### src/rtl/lss_pkg.sv
`timescale 1ns / 1ps
// ----------------------------------------------------------------------------
// lss_pkg
// Shared types and constants for the LIFO stack with search.
// ----------------------------------------------------------------------------
package lss_pkg;

  localparam int unsigned DEPTH        = 64;
  localparam int unsigned CNT_W        = $clog2(DEPTH + 1);
  localparam int unsigned DATA_W       = 32;
  localparam int unsigned ITEM_COUNT_W = 7;

  typedef enum logic [1:0] {
    REQ_PUSH   = 2'd0,
    REQ_POP    = 2'd1,
    REQ_PEEK   = 2'd2,
    REQ_SEARCH = 2'd3
  } req_e;

  typedef enum logic [1:0] {
    ST_OK    = 2'd0,
    ST_EMPTY = 2'd1,
    ST_FULL  = 2'd2
  } status_e;

  typedef enum logic {
    FSM_IDLE   = 1'b0,
    FSM_SEARCH = 1'b1
  } fsm_e;

  // Shift commands broadcast to every cell.
  typedef struct packed {
    logic push;
    logic pop;
  } shift_ctl_t;

  // Search probe travelling down the chain.
  typedef struct packed {
    logic                     tok;
    logic signed [DATA_W-1:0] key;
    logic                     hit;
  } probe_t;

endpackage

### src/rtl/lss_cell.sv
`timescale 1ns / 1ps
// ----------------------------------------------------------------------------
// lss_cell
// One stack slot: holds a word and its occupancy, shifts with its
// neighbors on push and pop, and checks a passing search probe.
// ----------------------------------------------------------------------------
module lss_cell (
  input  logic                             clk_i,
  input  logic                             rst_ni,
  input  lss_pkg::shift_ctl_t              ctl_i,
  input  logic signed [lss_pkg::DATA_W-1:0] up_word_i,
  input  logic                             up_occ_i,
  input  logic signed [lss_pkg::DATA_W-1:0] dn_word_i,
  input  logic                             dn_occ_i,
  input  lss_pkg::probe_t                  probe_i,
  output lss_pkg::probe_t                  probe_o,
  output logic signed [lss_pkg::DATA_W-1:0] word_o,
  output logic                             occ_o
);

  logic signed [lss_pkg::DATA_W-1:0] word_q, word_d;
  logic                              occ_q, occ_d;
  logic                              tok_q;
  logic signed [lss_pkg::DATA_W-1:0] key_q;
  logic                              hit_q, hit_d;

  always_comb begin
    word_d = word_q;
    occ_d  = occ_q;
    if (ctl_i.push) begin
      word_d = up_word_i;
      occ_d  = up_occ_i;
    end else if (ctl_i.pop) begin
      word_d = dn_word_i;
      occ_d  = dn_occ_i;
    end
    hit_d = probe_i.hit | (occ_q & (word_q == probe_i.key));
  end

  always_ff @(posedge clk_i or negedge rst_ni) begin
    if (!rst_ni) begin
      occ_q <= 1'b0;
      tok_q <= 1'b0;
    end else begin
      occ_q <= occ_d;
      tok_q <= probe_i.tok;
    end
  end

  always_ff @(posedge clk_i) begin
    word_q <= word_d;
    if (probe_i.tok) begin
      key_q <= probe_i.key;
      hit_q <= hit_d;
    end
  end

  assign probe_o.tok = tok_q;
  assign probe_o.key = key_q;
  assign probe_o.hit = hit_q;
  assign word_o      = word_q;
  assign occ_o       = occ_q;

endmodule

### config.mk
export PLATFORM = sky130hd
export DESIGN_NAME = lss_cell
export DESIGN_NICKNAME = d
export VERILOG_FILES = /design/src/rtl/lss_pkg.sv /design/src/rtl/lss_cell.sv
export SDC_FILE = /design/constraint.sdc
export NUM_CORES = 1
export LEC_CHECK = 0
export CAP_MARGIN = 20
export CORE_UTILIZATION = 60
export DETAILED_ROUTE_END_ITERATION = 8
export DONT_BUFFER_PORTS = 1
export PLACE_DENSITY_LB_ADDON = 0.25
export SYNTH_ARGS = -nofsm -noshare
export SYNTH_HDL_FRONTEND = slang
export SYNTH_SLANG_ARGS = --single-unit
### constraint.sdc
create_clock -name clk_i -period 1.52 [get_ports clk_i]
set_input_delay 0.38 -clock clk_i [delete_from_list [all_inputs] [get_ports clk_i]]
set_output_delay 0.38 -clock clk_i [all_outputs]
set_load 0.05 [all_outputs]
==> results_dict.tcl <==
set metrics [dict create \
    run_status "completed" \
    setup.worst_path.end_class "output pin" \
    ctsRootBufferMaster "sky130_fd_sc_hd__clkbuf_8" \
    tritoncts_buffers 9 \
    detailed_route_drc_error_count 0 \
    detailed_route_via_count 1466 \
    fin_area_um2 3220 \
    ys_seq_area_share_pct 71.9 \
    grt_util_all_layers_pct 22.8 \
    timing.final.crit_share_pct 89.8 \
    cts_tree "yes" \
    ios 171 \
    whs_ps 84.0 \
    final.fill_count 305 \
    syn_avg_cell_area_um2 18.2 \
    static-leakage-power_nw 1.14 \
    timing.final.hold_violations 0 \
    hold_path_class "input pin to flop" \
    wl_per_cell_um 21.2 \
    slew_at_the_pin_with_the_worst_max_slew_slack_ps 504 \
    timing.critical_path.arrival_ps 980 \
    post_cts_resized 0 \
    final-max-slew-violation-count 0 \
    die-area_um2 4910 \
    numPortBuffers 0 \
    cts_num_sinks 67 \
    finalWeightedCongestion 0.793 \
    drt_first_pass_iters 4 \
    syn2layout_area_growth_pct 15.7 \
    final.min_clock_period_ps 1360 \
    timing.critical_path.fanout_max 1 \
    setup_repair_after_global_routing_missed_its_margin "false" \
    antenna_cells_inserted 0 \
    drt_wl_total_um 5270 \
    power_per_cell_area_nw_per_um2 1400 \
    clkLatencyLatePin_ps 320 \
    clock_path_buffers 2 \
    clk_transition_reported_paths_ps 70 \
    drtIter0Drc 59 \
    syn_inst 153 \
    grt_pass1_wl_um 8050 \
    worst_ep_required_time_ps 1140 \
    syn_area_um2 2780 \
    drive_gt1_share_pct 39.1 \
    cp-start-kind "flop" \
    tns_ps 0 \
    routed_via_density 5.89 \
    max_cap_viols 0 \
    first_global_vias 1601 \
    synth.lib_cells_used.distinct 17 \
    dp_cells 232 \
    multiInputGateArea_um2 743 \
    max_freq_mhz 733 \
    largest_net_degree_at_the_start_of_global_routing 36 \
    final_clock_skew_ps 4.36 \
    postRouteAntennaNets 0 \
    timing.setup.critical_path_class "flop to output pin" \
    max_slew_margin_pct 66.5 \
    setup_viol_count_final 0 \
    die_x_um 70.1 \
    layoutNonFillerInstCount 249 \
    synth_seq_cells 67 \
    total_cell_area_at_the_placement_stage_um2 3060 \
    total_power_mw 4.50 \
    yosysWarnings 0 \
    floorplan.initialDensity_pct 63.0 \
    regArea_um2 2000 \
    rows 24 \
    postSynthNetCount 257 \
    grt_antenna_before_repair 0 \
    floorplan_core_area_um2 4410 \
    final_nets 296 \
    largest_vdd_supply_drop_mv 0.835 \
    global_route.overflow_total 0 \
    h-tree-depth 3 \
    floorplan.die.height_um 70.1 \
]
## area by class of cell
type | count | area share [%]
flip-flops and latches | 67 | 62.2
multi-input cells | 80 | 23.1
repair buffers | 34 | 8.00
clock buffers | 12 | 4.20
well taps | 52 | 2.02
clock inverters | 4 | 0.544
## report_power, final
part	leakage, nW	total, mW	switching, mW	internal, mW
clock network	0.0792	1.16	0.586	0.577
registers	0.673	2.58	0.347	2.24
logic	0.389	0.749	0.473	0.276
## synth_stat cells
master | n | area share, %
sky130_fd_sc_hd__nor4_1 | 2 | 0.45
sky130_fd_sc_hd__nand2_1 | 1 | 0.13
sky130_fd_sc_hd__mux2_2 | 32 | 13
sky130_fd_sc_hd__xnor2_1 | 28 | 8.8
sky130_fd_sc_hd__mux2i_1 | 1 | 0.36
sky130_fd_sc_hd__and3_1 | 1 | 0.22
sky130_fd_sc_hd__buf_2 | 2 | 0.36
sky130_fd_sc_hd__a31o_1 | 1 | 0.31
sky130_fd_sc_hd__o21ai_0 | 1 | 0.18
sky130_fd_sc_hd__or2_2 | 1 | 0.22
sky130_fd_sc_hd__xor2_1 | 4 | 1.3
sky130_fd_sc_hd__buf_4 | 4 | 1.1
sky130_fd_sc_hd__dfrtp_1 | 2 | 1.8
sky130_fd_sc_hd__nand3_1 | 1 | 0.18
sky130_fd_sc_hd__nor3_1 | 1 | 0.18
sky130_fd_sc_hd__nand4_1 | 6 | 1.3
sky130_fd_sc_hd__edfxtp_1 | 65 | 70
## flip-flops by register name (all words and copies together) (netlist names)
| name | cells |
|---|---|
| occ_o | 1 |
| tok_q | 1 |
| word_o | 32 |
| key_q | 32 |
| hit_q | 1 |
## path summary, 6_finish.rpt
kind,startpoint,end,slack (ps),cells after the start
min,probe_i[33],tok_q$_DFF_PN0_,80,0
min in group asynchronous,rst_ni,occ_o$_DFFE_PN0P_,280,1
min reg2reg,occ_o$_DFFE_PN0P_,hit_q$_DFFE_PP_,750,2
max in group asynchronous,rst_ni,tok_q$_DFF_PN0_,1120,1
max,hit_q$_DFFE_PP_,probe_o[0],160,0
max reg2reg,word_o[16]$_DFFE_PP_,hit_q$_DFFE_PP_,180,4
## cell usage in the layout, fill, tap and decap left out
master,instances
sky130_fd_sc_hd__nor3_1,1
sky130_fd_sc_hd__mux2_2,32
sky130_fd_sc_hd__o21ai_0,1
sky130_fd_sc_hd__edfxtp_1,65
sky130_fd_sc_hd__dlygate4sd3_1,1
sky130_fd_sc_hd__nand2_1,1
sky130_fd_sc_hd__clkinv_2,2
sky130_fd_sc_hd__clkinv_1,2
sky130_fd_sc_hd__clkbuf_1,3
sky130_fd_sc_hd__and3_1,1
sky130_fd_sc_hd__xor2_1,4
sky130_fd_sc_hd__clkbuf_8,9
sky130_fd_sc_hd__mux2i_1,1
sky130_fd_sc_hd__buf_4,33
sky130_fd_sc_hd__dfrtp_1,2
sky130_fd_sc_hd__nand4_1,6
sky130_fd_sc_hd__nor4_1,2
sky130_fd_sc_hd__or2_4,1
sky130_fd_sc_hd__xnor2_1,28
sky130_fd_sc_hd__nand3_1,1
sky130_fd_sc_hd__a31o_1,1
## cell families after synthesis
| logic type | after synthesis | synth area share (%) |
|---|---|---|
| buffers and inverters | 6 | 1.44 |
| and+or+nand+nor | 13 | 2.74 |
| DFF | 67 | 71.9 |
| xor gates and xnor gates | 32 | 10.1 |
| AOI/OAI and AO/OA | 2 | 0.494 |
| muxes | 33 | 13.3 |
## repair_timing
action                                 CTS  global route
hold buffers                             1             0
endpoints found under the hold margin    2             0
buffers inserted                         0             0
## per-layer routing
layer,GRT usage [%],part of all wire [%],vias up
li1,-,-,656
met1,24.0,34,696
met2,40.2,55,104
met3,8.37,8.9,10
met4,10.9,1.7,0
met5,0,0,-
## metrics by stage
step,util [%],setup slack [ps]
finish,73.0,155
global route,73.0,82.0
CTS,73.0,131
detailed placement,69.3,180
global placement,69.3,210
floorplan,-,33.1
Note: power is estimated with default switching activity, not from simulation.
